<file path="config.mk">
export PLATFORM = sky130hd
export DESIGN_NAME = routing_link_init_fsm_flat
export DESIGN_NICKNAME = d
export VERILOG_FILES = /design/src/hdl/rlif_pkg.sv /design/src/hdl/rlif_req_if.sv /design/src/hdl/rlif_rsp_if.sv /design/src/hdl/rlif_core.sv /design/src/hdl/routing_link_init_fsm.sv /design/src/flat_wrapper.sv
export SDC_FILE = /design/constraint.sdc
export NUM_CORES = 1
export LEC_CHECK = 0
export ABC_AREA = 1
export ABC_CLOCK_PERIOD_IN_PS = 4100
export BUFFER_PORTS_ARGS = -buffer_cell sky130_fd_sc_hd__buf_2
export CAP_MARGIN = 20
export CELL_PAD_IN_SITES_DETAIL_PLACEMENT = 0
export CELL_PAD_IN_SITES_GLOBAL_PLACEMENT = 1
export CORE_AREA = 2 2 118 131
export DETAILED_ROUTE_END_ITERATION = 10
export DIE_AREA = 0 0 120 133
export PLACE_DENSITY_LB_ADDON = 0.1
export SKIP_LAST_GASP = 1
export SLEW_MARGIN = 20
export SYNTH_ARGS = -nofsm -noshare
export SYNTH_HDL_FRONTEND = slang
export SYNTH_SLANG_ARGS = --single-unit
</file>
<file path="constraint.sdc">
create_clock -name clock -period 4.1 [get_ports clock]
set_input_delay 0.205 -clock clock [delete_from_list [all_inputs] [get_ports clock]]
set_output_delay 0.205 -clock clock [all_outputs]
set_load 0.005 [all_outputs]
</file>
<file path="src/hdl/rlif_pkg.sv">
// Package for the routing link initialization machine: line state and event codes,
// the event/state transition table, and the item, config and timer structs.
// No dependencies; rlif_core and routing_link_init_fsm import it.
package rlif_pkg;

   // Config port geometry
   localparam int CSR_INDEX_W = 2;
   localparam int CSR_DATA_W  = 16;

   localparam logic [CSR_INDEX_W-1:0] CSR_OWN_AREA     = 2'd0;
   localparam logic [CSR_INDEX_W-1:0] CSR_ROUTER_LEVEL = 2'd1;
   localparam logic [CSR_INDEX_W-1:0] CSR_MAX_NODE     = 2'd2;
   localparam logic [CSR_INDEX_W-1:0] CSR_RECALL_TICKS = 2'd3;

   // Request codes on req_type; 11..15 are unused
   localparam logic [3:0] REQ_INIT_MSG    = 4'd0;
   localparam logic [3:0] REQ_VERIFY_MSG  = 4'd1;
   localparam logic [3:0] REQ_INVALID_MSG = 4'd2;
   localparam logic [3:0] REQ_LINE_RUN    = 4'd3;
   localparam logic [3:0] REQ_START_ERR   = 4'd4;
   localparam logic [3:0] REQ_OP_ON       = 4'd5;
   localparam logic [3:0] REQ_OP_OFF      = 4'd6;
   localparam logic [3:0] REQ_ROUTE_DONE  = 4'd7;
   localparam logic [3:0] REQ_DOWN_DONE   = 4'd8;
   localparam logic [3:0] REQ_UP_DONE     = 4'd9;
   localparam logic [3:0] REQ_TICK        = 4'd10;

   // Router levels
   localparam logic [1:0] LEVEL_ONE = 2'd1;
   localparam logic [1:0] LEVEL_TWO = 2'd2;

   // Line state as a binary code (output and table index)
   localparam logic [2:0] C_RUN      = 3'd0;
   localparam logic [2:0] C_REJECTED = 3'd1;
   localparam logic [2:0] C_START    = 3'd2;
   localparam logic [2:0] C_INIT     = 3'd3;
   localparam logic [2:0] C_VERIFY   = 3'd4;
   localparam logic [2:0] C_COMPLETE = 3'd5;
   localparam logic [2:0] C_OFF      = 3'd6;
   localparam logic [2:0] C_HALT     = 3'd7;

   // Line state register, one-hot
   typedef enum logic [7:0] {
      ST_RUN      = 8'b0000_0001,
      ST_REJECTED = 8'b0000_0010,
      ST_START    = 8'b0000_0100,
      ST_INIT     = 8'b0000_1000,
      ST_VERIFY   = 8'b0001_0000,
      ST_COMPLETE = 8'b0010_0000,
      ST_OFF      = 8'b0100_0000,
      ST_HALT     = 8'b1000_0000
   } lstate_type;

   // Table events; EV_NONE selects identity rows
   typedef enum logic [3:0] {
      EV_NRI_VERIFY   = 4'd0,
      EV_NRI_NOVERIFY = 4'd1,
      EV_NRV          = 4'd2,
      EV_RECALL       = 4'd3,
      EV_LINE_RUN     = 4'd4,
      EV_START_ERR    = 4'd5,
      EV_OP_ON        = 4'd6,
      EV_OP_OFF       = 4'd7,
      EV_INVALID_MSG  = 4'd8,
      EV_ROUTE_DONE   = 4'd9,
      EV_DOWN_DONE    = 4'd10,
      EV_UP_DONE      = 4'd11,
      EV_NONE         = 4'd12
   } ev_type;

   // Actions
   localparam logic [2:0] A_NONE   = 3'd0;
   localparam logic [2:0] A_REINIT = 3'd1;
   localparam logic [2:0] A_STOP   = 3'd2;
   localparam logic [2:0] A_INIT   = 3'd3;
   localparam logic [2:0] A_VERIFY = 3'd4;

   // Table entry: {action, next state code}
   typedef logic [5:0] tent_type;

   // Rows by event, columns by state code: RUN REJ START INIT VERIFY COMPLETE OFF HALT
   localparam tent_type TRANS_TBL [16][8] = '{
      '{ {A_NONE, C_REJECTED}, {A_NONE, C_REJECTED}, {A_NONE, C_START},
         {A_VERIFY, C_VERIFY}, {A_REINIT, C_START}, {A_REINIT, C_START},
         {A_NONE, C_OFF}, {A_NONE, C_HALT} },
      '{ {A_NONE, C_REJECTED}, {A_NONE, C_REJECTED}, {A_NONE, C_START},
         {A_NONE, C_VERIFY}, {A_REINIT, C_START}, {A_REINIT, C_START},
         {A_NONE, C_OFF}, {A_NONE, C_HALT} },
      '{ {A_NONE, C_REJECTED}, {A_NONE, C_REJECTED}, {A_NONE, C_START},
         {A_REINIT, C_START}, {A_NONE, C_COMPLETE}, {A_REINIT, C_START},
         {A_NONE, C_OFF}, {A_NONE, C_HALT} },
      '{ {A_NONE, C_RUN}, {A_NONE, C_REJECTED}, {A_REINIT, C_START},
         {A_REINIT, C_START}, {A_REINIT, C_START}, {A_NONE, C_COMPLETE},
         {A_NONE, C_OFF}, {A_NONE, C_HALT} },
      '{ {A_NONE, C_REJECTED}, {A_NONE, C_REJECTED}, {A_INIT, C_INIT},
         {A_REINIT, C_START}, {A_REINIT, C_START}, {A_REINIT, C_START},
         {A_NONE, C_OFF}, {A_NONE, C_HALT} },
      '{ {A_NONE, C_REJECTED}, {A_NONE, C_REJECTED}, {A_REINIT, C_START},
         {A_REINIT, C_START}, {A_REINIT, C_START}, {A_REINIT, C_START},
         {A_NONE, C_OFF}, {A_NONE, C_HALT} },
      '{ {A_NONE, C_RUN}, {A_NONE, C_REJECTED}, {A_NONE, C_START},
         {A_NONE, C_INIT}, {A_NONE, C_VERIFY}, {A_NONE, C_COMPLETE},
         {A_NONE, C_REJECTED}, {A_REINIT, C_START} },
      '{ {A_STOP, C_OFF}, {A_NONE, C_OFF}, {A_STOP, C_HALT},
         {A_STOP, C_HALT}, {A_STOP, C_HALT}, {A_STOP, C_HALT},
         {A_NONE, C_OFF}, {A_NONE, C_HALT} },
      '{ {A_NONE, C_REJECTED}, {A_NONE, C_REJECTED}, {A_NONE, C_START},
         {A_REINIT, C_START}, {A_REINIT, C_START}, {A_REINIT, C_START},
         {A_NONE, C_OFF}, {A_NONE, C_HALT} },
      '{ {A_NONE, C_REJECTED}, {A_NONE, C_REJECTED}, {A_NONE, C_START},
         {A_NONE, C_INIT}, {A_NONE, C_VERIFY}, {A_REINIT, C_START},
         {A_NONE, C_OFF}, {A_NONE, C_HALT} },
      '{ {A_NONE, C_RUN}, {A_REINIT, C_START}, {A_NONE, C_START},
         {A_NONE, C_INIT}, {A_NONE, C_VERIFY}, {A_NONE, C_COMPLETE},
         {A_NONE, C_HALT}, {A_NONE, C_HALT} },
      '{ {A_NONE, C_RUN}, {A_NONE, C_REJECTED}, {A_NONE, C_START},
         {A_NONE, C_INIT}, {A_NONE, C_VERIFY}, {A_NONE, C_RUN},
         {A_NONE, C_OFF}, {A_NONE, C_HALT} },
      '{ {A_NONE, C_RUN}, {A_NONE, C_REJECTED}, {A_NONE, C_START},
         {A_NONE, C_INIT}, {A_NONE, C_VERIFY}, {A_NONE, C_COMPLETE},
         {A_NONE, C_OFF}, {A_NONE, C_HALT} },
      '{ {A_NONE, C_RUN}, {A_NONE, C_REJECTED}, {A_NONE, C_START},
         {A_NONE, C_INIT}, {A_NONE, C_VERIFY}, {A_NONE, C_COMPLETE},
         {A_NONE, C_OFF}, {A_NONE, C_HALT} },
      '{ {A_NONE, C_RUN}, {A_NONE, C_REJECTED}, {A_NONE, C_START},
         {A_NONE, C_INIT}, {A_NONE, C_VERIFY}, {A_NONE, C_COMPLETE},
         {A_NONE, C_OFF}, {A_NONE, C_HALT} },
      '{ {A_NONE, C_RUN}, {A_NONE, C_REJECTED}, {A_NONE, C_START},
         {A_NONE, C_INIT}, {A_NONE, C_VERIFY}, {A_NONE, C_COMPLETE},
         {A_NONE, C_OFF}, {A_NONE, C_HALT} }
   };

   typedef struct packed {
      logic [3:0] req_type;
      logic [5:0] src_area;
      logic [9:0] src_node;
      logic       peer_is_level1;
      logic       verify_requested;
      logic       version_ok;
   } req_item_type;

   typedef struct packed {
      logic [2:0] line_state;
      logic       send_init;
      logic       send_verify;
      logic       start_line;
      logic       halt_line;
      logic       circuit_up;
      logic       circuit_down;
      logic       adjacency_init;
      logic       adjacency_check;
      logic       init_rejected;
   } rsp_item_type;

   typedef struct packed {
      logic [5:0]  own_area;
      logic [1:0]  router_level;
      logic [9:0]  max_node;
      logic [15:0] recall_ticks;
   } cfg_type;

   typedef struct packed {
      logic        active;
      logic [15:0] left;
   } timer_type;

   function automatic logic [2:0] state_code(input lstate_type st);
      logic [2:0] c;
      unique case (st)
         ST_RUN:      c = C_RUN;
         ST_REJECTED: c = C_REJECTED;
         ST_START:    c = C_START;
         ST_INIT:     c = C_INIT;
         ST_VERIFY:   c = C_VERIFY;
         ST_COMPLETE: c = C_COMPLETE;
         ST_OFF:      c = C_OFF;
         ST_HALT:     c = C_HALT;
         default:     c = C_OFF;
      endcase
      return c;
   endfunction

   function automatic lstate_type state_onehot(input logic [2:0] c);
      lstate_type st;
      unique case (c)
         C_RUN:      st = ST_RUN;
         C_REJECTED: st = ST_REJECTED;
         C_START:    st = ST_START;
         C_INIT:     st = ST_INIT;
         C_VERIFY:   st = ST_VERIFY;
         C_COMPLETE: st = ST_COMPLETE;
         C_OFF:      st = ST_OFF;
         C_HALT:     st = ST_HALT;
         default:    st = ST_OFF;
      endcase
      return st;
   endfunction

endpackage

</file>
<file path="src/hdl/rlif_req_if.sv">
// Request channel: valid/ready plus one event item.
// Depends on nothing.
interface rlif_req_if;
   logic       valid;
   logic       ready;
   logic [3:0] req_type;
   logic [5:0] src_area;
   logic [9:0] src_node;
   logic       peer_is_level1;
   logic       verify_requested;
   logic       version_ok;

   modport source (output valid, req_type, src_area, src_node, peer_is_level1,
                   verify_requested, version_ok, input ready);
   modport sink (input valid, req_type, src_area, src_node, peer_is_level1,
                 verify_requested, version_ok, output ready);
endinterface

</file>
<file path="src/hdl/rlif_rsp_if.sv">
// Result channel: valid/ready plus line state and action flags.
// Depends on nothing.
interface rlif_rsp_if;
   logic       valid;
   logic       ready;
   logic [2:0] line_state;
   logic       send_init;
   logic       send_verify;
   logic       start_line;
   logic       halt_line;
   logic       circuit_up;
   logic       circuit_down;
   logic       adjacency_init;
   logic       adjacency_check;
   logic       init_rejected;

   modport source (output valid, line_state, send_init, send_verify, start_line,
                   halt_line, circuit_up, circuit_down, adjacency_init,
                   adjacency_check, init_rejected, input ready);
   modport sink (input valid, line_state, send_init, send_verify, start_line,
                 halt_line, circuit_up, circuit_down, adjacency_init,
                 adjacency_check, init_rejected, output ready);
endinterface

</file>
<file path="src/hdl/rlif_core.sv">
// Next-state logic for one event: message checks, recall timer, and up to
// four table steps (primary event, its sub-event, forced down, its sub-event).
// Depends on rlif_pkg.
module rlif_core (
   input  rlif_pkg::req_item_type item_i,
   input  rlif_pkg::cfg_type      cfg_i,
   input  rlif_pkg::lstate_type   state_i,
   input  rlif_pkg::timer_type    timer_i,
   output rlif_pkg::lstate_type   state_o,
   output rlif_pkg::timer_type    timer_o,
   output rlif_pkg::rsp_item_type rsp_o
);
   import rlif_pkg::*;

   logic       msg_ok;
   logic       area_ok;
   ev_type     ev_a;
   ev_type     ev_b;
   ev_type     ev_cur;
   ev_type     follow;
   tent_type   ent;
   logic [2:0] nxt;
   logic [2:0] code_q [5];
   timer_type  tmr;
   rsp_item_type res;

   // Init message validity
   always_comb begin
      area_ok = 1'b1;
      if (item_i.src_node > cfg_i.max_node)
         area_ok = 1'b0;
      else if (cfg_i.router_level == LEVEL_ONE && item_i.src_area != cfg_i.own_area)
         area_ok = 1'b0;
      else if (cfg_i.router_level == LEVEL_TWO && item_i.peer_is_level1 &&
               item_i.src_area != cfg_i.own_area)
         area_ok = 1'b0;
      msg_ok = area_ok & item_i.version_ok;
   end

   always_comb begin
      res       = '0;
      tmr       = timer_i;
      ev_a      = EV_NONE;
      ev_b      = EV_NONE;
      code_q[0] = state_code(state_i);

      case (item_i.req_type)
         REQ_INIT_MSG: begin
            if (msg_ok) begin
               ev_a               = item_i.verify_requested ? EV_NRI_VERIFY : EV_NRI_NOVERIFY;
               res.adjacency_init = 1'b1;
            end else begin
               res.init_rejected = 1'b1;
               res.circuit_down  = 1'b1;
               ev_a              = EV_INVALID_MSG;
               ev_b              = EV_DOWN_DONE;
            end
         end
         REQ_VERIFY_MSG: begin
            ev_a                = EV_NRV;
            res.adjacency_check = 1'b1;
         end
         REQ_INVALID_MSG: begin
            res.circuit_down = 1'b1;
            ev_a             = EV_INVALID_MSG;
            ev_b             = EV_DOWN_DONE;
         end
         REQ_LINE_RUN:   ev_a = EV_LINE_RUN;
         REQ_START_ERR:  ev_a = EV_START_ERR;
         REQ_OP_ON:      ev_a = EV_OP_ON;
         REQ_OP_OFF:     ev_a = EV_OP_OFF;
         REQ_ROUTE_DONE: ev_a = EV_ROUTE_DONE;
         REQ_DOWN_DONE:  ev_a = EV_DOWN_DONE;
         REQ_UP_DONE:    ev_a = EV_UP_DONE;
         REQ_TICK: begin
            if (timer_i.active) begin
               if (timer_i.left <= 16'd1) begin
                  tmr.left   = '0;
                  tmr.active = 1'b0;
                  if (code_q[0] != C_RUN)
                     ev_a = EV_RECALL;
               end else begin
                  tmr.left = timer_i.left - 16'd1;
               end
            end
         end
         default: ;
      endcase

      // Any event's sub-event never raises another, so two steps per event suffice
      follow = EV_NONE;
      for (int k = 0; k < 4; k++) begin
         if (k == 0)
            ev_cur = ev_a;
         else if (k == 2)
            ev_cur = ev_b;
         else
            ev_cur = follow;
         ent    = TRANS_TBL[ev_cur][code_q[k]];
         nxt    = ent[2:0];
         follow = EV_NONE;
         unique case (ent[5:3])
            A_REINIT: begin
               if (!tmr.active) begin
                  res.start_line = 1'b1;
                  tmr.active     = 1'b1;
                  tmr.left       = cfg_i.recall_ticks;
               end
            end
            A_STOP:   res.halt_line   = 1'b1;
            A_INIT:   res.send_init   = 1'b1;
            A_VERIFY: res.send_verify = 1'b1;
            default: ;
         endcase
         if (nxt != code_q[k]) begin
            if (nxt == C_COMPLETE) begin
               res.circuit_up = 1'b1;
               follow         = EV_UP_DONE;
            end else if (nxt == C_REJECTED || nxt == C_OFF) begin
               res.circuit_down = 1'b1;
               follow           = EV_DOWN_DONE;
            end
         end
         code_q[k+1] = nxt;
      end

      res.line_state = code_q[4];
   end

   assign state_o = state_onehot(code_q[4]);
   assign timer_o = tmr;
   assign rsp_o   = res;

endmodule

</file>
<file path="src/hdl/routing_link_init_fsm.sv">
// Routing link initialization machine, one point-to-point circuit.
// A req transfer is captured in the input register, then its result in the result register,
// which drives rsp valid; the result register holds its result while rsp is not ready.
// Throughput: one event per cycle while rsp_if.ready is high; the whole event, sub-events
// included, resolves in one combinational pass through rlif_core between the two registers.
// Reset (synchronous, active high): line off, recall timer idle, config at defaults,
// both stages empty.
module routing_link_init_fsm (
   input  logic                                  clock,
   input  logic                                  reset,
   input  logic                                  csr_we,
   input  logic [rlif_pkg::CSR_INDEX_W-1:0]      csr_index,
   input  logic [rlif_pkg::CSR_DATA_W-1:0]       csr_wdata,
   rlif_req_if.sink                              req_if,
   rlif_rsp_if.source                            rsp_if
);
   import rlif_pkg::*;

   // Config registers
   cfg_type      cfg_ff;

   // Line state and recall timer; updated only when an item leaves the input stage
   lstate_type   link_state_ff;
   lstate_type   link_state_in;
   timer_type    timer_ff;
   timer_type    timer_in;

   // Input stage
   logic         req_vld_ff;
   req_item_type req_ff;

   // Result stage
   logic         rsp_vld_ff;
   rsp_item_type rsp_ff;
   rsp_item_type rsp_in;

   // Stage advance: result register empty or being drained this cycle
   logic         adv;
   logic         fire;

   assign adv  = !rsp_vld_ff || rsp_if.ready;
   assign fire = req_vld_ff && adv;

   // Input stage takes a new transfer whenever its content moves on (or it is empty);
   // a waiting result blocks the input only once the input stage is also full.
   assign req_if.ready = !req_vld_ff || adv;

   always_ff @(posedge clock) begin
      if (reset) begin
         cfg_ff.own_area     <= 6'd1;
         cfg_ff.router_level <= LEVEL_ONE;
         cfg_ff.max_node     <= 10'd1023;
         cfg_ff.recall_ticks <= 16'd10;
      end else if (csr_we) begin
         unique case (csr_index)
            CSR_OWN_AREA:     cfg_ff.own_area     <= csr_wdata[5:0];
            CSR_ROUTER_LEVEL: cfg_ff.router_level <= csr_wdata[1:0];
            CSR_MAX_NODE:     cfg_ff.max_node     <= csr_wdata[9:0];
            CSR_RECALL_TICKS: cfg_ff.recall_ticks <= csr_wdata[15:0];
            default: ;
         endcase
      end
   end

   // Input register
   always_ff @(posedge clock) begin
      if (reset) begin
         req_vld_ff <= 1'b0;
      end else if (req_if.ready) begin
         req_vld_ff <= req_if.valid;
      end
   end

   always_ff @(posedge clock) begin
      if (req_if.ready) begin
         req_ff.req_type         <= req_if.req_type;
         req_ff.src_area         <= req_if.src_area;
         req_ff.src_node         <= req_if.src_node;
         req_ff.peer_is_level1   <= req_if.peer_is_level1;
         req_ff.verify_requested <= req_if.verify_requested;
         req_ff.version_ok       <= req_if.version_ok;
      end
   end

   // Event decode, table walk and timer update
   rlif_core u_core (
      .item_i  (req_ff),
      .cfg_i   (cfg_ff),
      .state_i (link_state_ff),
      .timer_i (timer_ff),
      .state_o (link_state_in),
      .timer_o (timer_in),
      .rsp_o   (rsp_in)
   );

   // State and result registers
   always_ff @(posedge clock) begin
      if (reset) begin
         link_state_ff <= ST_OFF;
         timer_ff      <= '0;
         rsp_vld_ff    <= 1'b0;
      end else begin
         if (fire) begin
            link_state_ff <= link_state_in;
            timer_ff      <= timer_in;
         end
         if (adv)
            rsp_vld_ff <= req_vld_ff;
      end
   end

   always_ff @(posedge clock) begin
      if (fire)
         rsp_ff <= rsp_in;
   end

   assign rsp_if.valid           = rsp_vld_ff;
   assign rsp_if.line_state      = rsp_ff.line_state;
   assign rsp_if.send_init       = rsp_ff.send_init;
   assign rsp_if.send_verify     = rsp_ff.send_verify;
   assign rsp_if.start_line      = rsp_ff.start_line;
   assign rsp_if.halt_line       = rsp_ff.halt_line;
   assign rsp_if.circuit_up      = rsp_ff.circuit_up;
   assign rsp_if.circuit_down    = rsp_ff.circuit_down;
   assign rsp_if.adjacency_init  = rsp_ff.adjacency_init;
   assign rsp_if.adjacency_check = rsp_ff.adjacency_check;
   assign rsp_if.init_rejected   = rsp_ff.init_rejected;

endmodule
</file>
<file path="src/flat_wrapper.sv">
// flat-port wrapper written by rule: the top's interface ports become plain ports
module routing_link_init_fsm_flat import rlif_pkg::*;
  (clock, reset, csr_we, csr_index, csr_wdata, req_if_valid, req_if_req_type, req_if_src_area, req_if_src_node, req_if_peer_is_level1, req_if_verify_requested, req_if_version_ok, req_if_ready, rsp_if_valid, rsp_if_line_state, rsp_if_send_init, rsp_if_send_verify, rsp_if_start_line, rsp_if_halt_line, rsp_if_circuit_up, rsp_if_circuit_down, rsp_if_adjacency_init, rsp_if_adjacency_check, rsp_if_init_rejected, rsp_if_ready);
  rlif_req_if req_if_i ();
  rlif_rsp_if rsp_if_i ();
  input  logic clock;
  input  logic reset;
  input  logic csr_we;
  input  logic [rlif_pkg::CSR_INDEX_W-1:0] csr_index;
  input  logic [rlif_pkg::CSR_DATA_W-1:0] csr_wdata;
  input wire logic [$bits(req_if_i.valid)-1:0] req_if_valid;
  input wire logic [$bits(req_if_i.req_type)-1:0] req_if_req_type;
  input wire logic [$bits(req_if_i.src_area)-1:0] req_if_src_area;
  input wire logic [$bits(req_if_i.src_node)-1:0] req_if_src_node;
  input wire logic [$bits(req_if_i.peer_is_level1)-1:0] req_if_peer_is_level1;
  input wire logic [$bits(req_if_i.verify_requested)-1:0] req_if_verify_requested;
  input wire logic [$bits(req_if_i.version_ok)-1:0] req_if_version_ok;
  output wire logic [$bits(req_if_i.ready)-1:0] req_if_ready;
  output wire logic [$bits(rsp_if_i.valid)-1:0] rsp_if_valid;
  output wire logic [$bits(rsp_if_i.line_state)-1:0] rsp_if_line_state;
  output wire logic [$bits(rsp_if_i.send_init)-1:0] rsp_if_send_init;
  output wire logic [$bits(rsp_if_i.send_verify)-1:0] rsp_if_send_verify;
  output wire logic [$bits(rsp_if_i.start_line)-1:0] rsp_if_start_line;
  output wire logic [$bits(rsp_if_i.halt_line)-1:0] rsp_if_halt_line;
  output wire logic [$bits(rsp_if_i.circuit_up)-1:0] rsp_if_circuit_up;
  output wire logic [$bits(rsp_if_i.circuit_down)-1:0] rsp_if_circuit_down;
  output wire logic [$bits(rsp_if_i.adjacency_init)-1:0] rsp_if_adjacency_init;
  output wire logic [$bits(rsp_if_i.adjacency_check)-1:0] rsp_if_adjacency_check;
  output wire logic [$bits(rsp_if_i.init_rejected)-1:0] rsp_if_init_rejected;
  input wire logic [$bits(rsp_if_i.ready)-1:0] rsp_if_ready;
  assign req_if_i.valid = req_if_valid;
  assign req_if_i.req_type = req_if_req_type;
  assign req_if_i.src_area = req_if_src_area;
  assign req_if_i.src_node = req_if_src_node;
  assign req_if_i.peer_is_level1 = req_if_peer_is_level1;
  assign req_if_i.verify_requested = req_if_verify_requested;
  assign req_if_i.version_ok = req_if_version_ok;
  assign req_if_ready = req_if_i.ready;
  assign rsp_if_valid = rsp_if_i.valid;
  assign rsp_if_line_state = rsp_if_i.line_state;
  assign rsp_if_send_init = rsp_if_i.send_init;
  assign rsp_if_send_verify = rsp_if_i.send_verify;
  assign rsp_if_start_line = rsp_if_i.start_line;
  assign rsp_if_halt_line = rsp_if_i.halt_line;
  assign rsp_if_circuit_up = rsp_if_i.circuit_up;
  assign rsp_if_circuit_down = rsp_if_i.circuit_down;
  assign rsp_if_adjacency_init = rsp_if_i.adjacency_init;
  assign rsp_if_adjacency_check = rsp_if_i.adjacency_check;
  assign rsp_if_init_rejected = rsp_if_i.init_rejected;
  assign rsp_if_i.ready = rsp_if_ready;
  routing_link_init_fsm u_core (.clock(clock), .reset(reset), .csr_we(csr_we), .csr_index(csr_index), .csr_wdata(csr_wdata), .req_if(req_if_i), .rsp_if(rsp_if_i));
endmodule
</file>
* Word level (Yosys, flattened, before mapping)
Memory sizes are Yosys's and may differ from the RTL's. A register that Yosys moved wholly into a read port is not among the register bits.
Cells that the tools add are included.
** Cells by class
- Bitwise gates (word level) :: 9
- $lt $le $gt $ge :: 10
- Muxes and demuxes :: 81
- Add/sub/neg operators :: 1
- Reduce and logical (&&, ||, !) cells :: 22
- Equal/unequal tests :: 55
** Operator list (number)
- 48-bit two-way mux :: 8
- 17-bit two-way mux :: 6
- 16-bit two-way mux :: 5
- 6-bit binary-select mux with 3-bit select :: 4
- 6-bit two-way mux :: 8
- 4-bit one-hot mux with 11 select lines :: 1
- 3-bit == test (second input constant) :: 12
- 1-bit two-way mux :: 31
- 3-bit by 1-bit == test with 1-bit output (second input constant) :: 8
- 3-bit by 2-bit == test with 1-bit output (second input constant) :: 8
- 3-bit two-way mux :: 7
- 3-bit one-hot mux with 7 select lines :: 1
- 5-bit greater-or-equal comparator (second input constant) :: 4
- 4-bit NOT with 5-bit output :: 4
- 4-bit by 3-bit == test with 1-bit output (second input constant) :: 4
- 4-bit greater-or-equal comparator (second input constant) :: 4
- 16-bit by 1-bit <= comparator with 1-bit output (second input constant) :: 1
- 4-bit two-way mux :: 4
- 3-bit NOT with 4-bit output :: 4
- 16-bit by 1-bit subtractor with 16-bit output (second input constant) :: 1
- 4-bit == test (second input constant) :: 3
- 3-bit != test :: 4
- 10-bit > comparator :: 1
- 3-bit OR reduction :: 3
- other kinds (23) :: 42
** Storage, ports and cells
- Bits in read-only memories :: 3136
- Flip-flop bits (word level) :: 88
- Memories kept :: 5
- Logic and storage cells :: 207
** Memory list
- (name not given) :: words 16, bits a word 48, rd ports 1, clocked after memory_dff 0, wr ports 0, line rlif_core.sv:99 : ent = TRANS_TBL[ev_cur][code_q[k]];
- (name not given) :: words 16, bits a word 48, rd ports 1, clocked after memory_dff 0, wr ports 0, line rlif_core.sv:99
- (name not given) :: words 16, bits a word 48, rd ports 1, clocked after memory_dff 0, wr ports 0, line rlif_core.sv:99
- (name not given) :: words 16, bits a word 48, rd ports 1, clocked after memory_dff 0, wr ports 0, line rlif_core.sv:99
- (name not given) :: words 8, bits a word 8, rd ports 1, clocked after memory_dff 1, wr ports 0, line rlif_pkg.sv:185 : unique case (c)

* Depth between registers and ports, before layout
- Depth in word-level cells :: 49
- Gate-level depth with buffers :: 35

* By module
Synthesis repeated with hierarchy kept, for this count alone.
** Unflattened totals
- Cell total of the unflattened synthesis :: 1041
- Area total of the unflattened synthesis :: 6800.3 sq um
** By module, submodules not included
- routing_link_init_fsm :: seq. area each 2272.2 sq um, area each 3597.2 sq um, cells an instance 405, instances 1
- rlif_core :: seq. area each 0.0 sq um, area each 3203.1 sq um, cells an instance 636, instances 1

* Least setup slack after synthesis
No wires, ideal clock.
- Path type :: flip-flop to flip-flop
- From :: register u_core.req_ff[20] in the netlist's numbering
- To :: register u_core.timer_ff[15] in the netlist's numbering
- Setup slack :: 0.899 ns
- Arrival time :: 3.069 ns
- Library setup time :: 0.132 ns
- Required time :: 3.968 ns
- Stages on the path, launching flop included :: 30
- Path buffers :: 3
- Cells stage by stage :: edfxtp_1 -> inv_2 -> nor2_2 -> nand2_1 -> clkinv_2 -> nand4_1 -> nand3_1 -> nor2_1 -> nand2_1 -> inv_1 -> ha_1 -> inv_1 -> nor2_1 -> nand2_1 -> o21ai_1 -> nand2_1 -> nand3_1 -> nand2_1 -> and2_1 -> buf_2 -> nor2_2 -> nand2_2 -> buf_4 -> buf_6 -> nand2_1 -> nand2_1 -> nand2_1 -> nand2_1 -> nand2_1 -> a21oi_1
** On the way
- Word-level cells in the longest chain between the ends :: 39
** RTL lines
- from (decl) :: line routing_link_init_fsm.sv:30 : req_item_type req_ff;
- 4-bit == test, or another cell as far along :: line rlif_core.sv:47 : case (item_i.req_type)
- 4-bit one-hot mux with 11 select lines :: line rlif_core.sv:47
- 4-bit NOT with 5-bit output (not written as such) :: line rlif_core.sv:99
- memory 16 x 48 bit
- 48-bit two-way mux (not written as such) (2 in a row) :: line rlif_core.sv:99
- 6-bit binary-select mux with 3-bit select :: line rlif_core.sv:99
- 6-bit two-way mux (not written as such) (2 in a row) :: line rlif_core.sv:99
- 3-bit by 1-bit == test with 1-bit output or 3-bit == test (tied branches) :: line rlif_core.sv:119 : end else if (nxt == C_REJECTED || nxt == C_OFF) begin
- [... 19 more ...]
- 3-bit two-way mux :: line rlif_core.sv:115 : if (nxt != code_q[k]) begin
- 4-bit NOT with 5-bit output (not written as such) :: line rlif_core.sv:99
- memory 16 x 48 bit
- 48-bit two-way mux (not written as such) (2 in a row) :: line rlif_core.sv:99
- 6-bit binary-select mux with 3-bit select :: line rlif_core.sv:99
- 6-bit two-way mux (not written as such) (2 in a row) :: line rlif_core.sv:99
- 3-bit by 1-bit == test with 1-bit output :: line rlif_core.sv:102 : unique case (ent[5:3])
- 17-bit two-way mux (*) :: line rlif_core.sv:102
- to (signal assigned) :: line routing_link_init_fsm.sv:105 : timer_ff <= timer_in;
- to (decl) :: line routing_link_init_fsm.sv:25 : timer_type timer_ff;
Mark *: on every way between the ends. The rest lies on a longest branch, timed or not. The select of a mux whose other input is x is not followed.
A chain may end at the register's enable or synchronous reset.

==> metrics.cfg <==
[synth]
synth_fp_nets = 971
synth_ff_type = dfxtp_1
syn_area_sq_um = 6200
yosys.area_share.simple_pct = 33.9
synth.distinct_cells = 45
synth_edf_count = 35
synth_top_area_share_pct = 19.7
synthAdderAreaFrac_pct = 3.43
synth_top_family_by_area = simple AND/OR/NAND/NOR gates
synth.avg_cell_area_sq_um = 6.82
synthArstFlopShare_pct = 0
synth_area_leaders = dfxtp_1, edfxtp_1, nand2_1
synthMuxAreaShare_pct = 0
synth_xor_xnor_area_share_pct = 1.41
synth.most_common_cell = nand2_1
synth_sequential_area_ratio_pct = 36.7
yosysTopAreaCell = dfxtp_1
ys_ff_latch = 96
yosys_warnings = 0
synth-compound-area-share_pct = 14.3
synth_common_cells = nand2_1, inv_1, nor2_1, dfxtp_1, a21oi_1
synth_cells = 908

[critical_path]
critPathKind = reg -> reg
reg2reg_to = u_core.rsp_if.line_state[0]$_DFFE_PP_
cp-start-kind = flip-flop
worstSetupEndpointType = flip-flop
critPathArrivalTime_ns = 3.90
r2r_slack_ns = 0.36
cp.required_ns = 4.27
ff2ff_path_depth = 27
cp-endpoint = u_core.rsp_if.line_state[0]$_DFFE_PP_
worstPathMaxFanout = 7
setup.worst_path.start = u_core.req_ff[12]$_DFFE_PP_
rr_startpoint = u_core.req_ff[12]$_DFFE_PP_

[global_route]
use_met2_pct = 38.4
grt_overflow = 0
grt_pass1_wl_um = 26900
track_usage_pct = 21.0
grt_use_met1_pct = 25.1
busiest_layer = met2
grt_pass1_vias = 5617
grt_util_met3_pct = 3.28
grt_max_degree = 36
antenna_found_initial = 0

[layout]
fin_cells = 1172
final_util_pct = 48.2
syn_to_final_growth_pct = 14.8
nets = 1034
diodes = 0
drive_gt1_share_pct = 16.2

[pwr]
internal_power_mw = 1.66
power_switching_share_pct = 31.1
power_density_nw_per_um2 = 339
p_clk_share_pct = 35.2
p_sw_uw = 748
ir_worst_vdd_v = 0.000171
p_seq_share_pct = 44.1
p_leak_nw = 3.39
combPwrFrac_pct = 20.7
total_power_mw = 2.41

[run_status]
status = complete, no violations

[timing]
fmaxAchievable_ghz = 0.268
maxSlewHeadroom_pct = 41.8
rsz0062_at_grt = yes
worst_slew_pin_slew_ns = 0.866
finalMaxSlewViolations = 0
finalSetupTns_ns = 0
skew_ns = 0.00935
final-setup-viol-count = 0
fin_crit_ns = 3.74
hold_viol_final = 0
min_period_over_period_pct = 91.1

[place]
dpl.hpwl_um = 12300
dp_cells = 1156
port_buffers = 59
globalplace.congestion = 0.883

[floorplanning]
core_area_sq_um = 14800
fp.dieW_um = 120
die-area_sq_um = 16000
ioPinCount = 60
die-height_um = 133
row_count = 47
initial_core_util_pct = 42.0

[routing]
via_count = 5800
first_pass_iters = 5
wirelength_um = 16300
drc_errors = 0
drt-vias-per-instance = 4.95
ant_nets = 0
wl_per_cell_um = 13.9
drt_iter0_markers = 315

[clock_network]
clockBufferDepth = 2
cts-root-buf = clkbuf_16
path_clk_slew_ns = 0.07
cts-hold-fix-buffers = 0
insertion_delay_ns = 0.35
cts-buffers-inserted = 9
cts_tree = built
cts_max_level = 3
cts_sinks = 96

[flow_run]
cap_violations = 0

[worst_hold_path]
hold_path.class = in -> reg

-- per-stage QoR --
stage	setup slack [ns]	hold slack, ns	cell area, sq um
after floorplan	0.899	0.304	6200
after global placement	0.402	0.381	6780
after detailed placement	0.329	0.383	6780
after CTS	0.317	0.0120	7080
after global routing	-0.0297	0.0100	7110
final	0.365	0.0251	7110
-- layout by cell type (no fill, tap or decap), types with 3 or more instances in the layout --
master       n
nor2_4       6
a31oi_1      5
xor2_1       9
o21ai_1      6
clkbuf_16   10
ha_1        17
o21ai_0     47
nand4_1     16
buf_4       18
nand2_4      3
inv_2       11
a21oi_1     57
nor3_1      13
o211ai_1    17
nand2_2     15
nor2_1      76
inv_1      117
nor2_2       9
dfxtp_1     61
nand3_1     36
edfxtp_1    35
nand2_1    277
nor4_1       5
o21a_1      14
buf_2       59
a21oi_2      4
-- worst min path at each step --
stage / from / to / cells past startpoint
after detailed placement: req_if_src_node[0] / u_core.req_ff[3]$_DFFE_PP_ / 1
after CTS: req_if_peer_is_level1 / u_core.req_ff[2]$_DFFE_PP_ / 1
final: req_if_src_area[4] / u_core.req_ff[17]$_DFFE_PP_ / 1
after global placement: req_if_src_area[4] / u_core.req_ff[17]$_DFFE_PP_ / 1
after floorplan: req_if_version_ok / u_core.req_ff[0]$_DFFE_PP_ / 0
after global routing: req_if_src_area[5] / u_core.req_ff[18]$_DFFE_PP_ / 1
-- cell families after synthesis --
kind of cell | count (synthesis)
compound gates | 154
buf+inv | 159
xor+xnor | 10
flops | 96
fa+ha+maj | 17
simple gates | 472
-- area by class of cell --
| cell class | count | area, sq um |
|---|---|---|
| Clock buffer | 10 | 250 |
| Clock inverter | 6 | 47.5 |
| Fill cell | 1525 | 7650 |
| Inverter | 131 | 494 |
| Multi-Input combinational cell | 653 | 3320 |
| Sequential cell | 96 | 2270 |
| Tap cell | 196 | 245 |
| Timing Repair Buffer | 80 | 482 |
-- routing by layer --
layer	up-vias	share of wire, %
li1	3045	-
met1	2650	44
met2	92	51
met3	13	3.6
met4	0	1.3
met5	-	0
-- flip-flops by register name (all words and copies together), names as in the netlist --
signal and flops:
u_core.link_state_ff 8, u_core.rsp_if.init_rejected 1, u_core.timer_ff 17, u_core.cfg_ff 34, u_core.rsp_if.circuit_down 1, u_core.rsp_if.adjacency_init 1
u_core.rsp_if.line_state 3, u_core.rsp_if.valid 1, u_core.rsp_if.send_init 1, u_core.rsp_if.start_line 1, u_core.req_vld_ff 1, u_core.req_ff 23
u_core.rsp_if.adjacency_check 1, u_core.rsp_if.send_verify 1, u_core.rsp_if.circuit_up 1, u_core.rsp_if.halt_line 1
-- power by group through the flow --
stage	clock (mW)	sequential, mW	combinational [mW]
floorplan	0	1.08	0.353
global route	0.908	1.07	0.560
finish	0.849	1.06	0.498
detailed placement	0	1.08	0.490
CTS	0.876	1.06	0.493
global placement	0	1.08	0.485
-- critical path, stage by stage, from the launching register on --
cell and delay [ns]:
edfxtp_1 0.37, ha_1 0.33, nand2_2 0.11, inv_1 0.06, a21oi_2 0.18, nand3_1 0.10
nand2_1 0.13, nand4_1 0.15, nand2_1 0.12, inv_1 0.07, ha_1 0.19, inv_1 0.05
nor2_1 0.05, nand2_1 0.12, nand3_1 0.09, nand2_1 0.08, nand2_1 0.06, nand2_2 0.08
nand2_4 0.08, inv_2 0.09, nand3_1 0.13, nor2_2 0.20, nand2_2 0.13, nand2_2 0.15
nand2_1 0.08, nand2_1 0.10, inv_1 0.07, o21ai_0 0.21
-- repair_timing --
item                                    CTS  global route
endpoints found under the setup margin    0            19
resized for setup                         0             9
setup buffers                             0             0
Power figures use the tool's default switching activity.
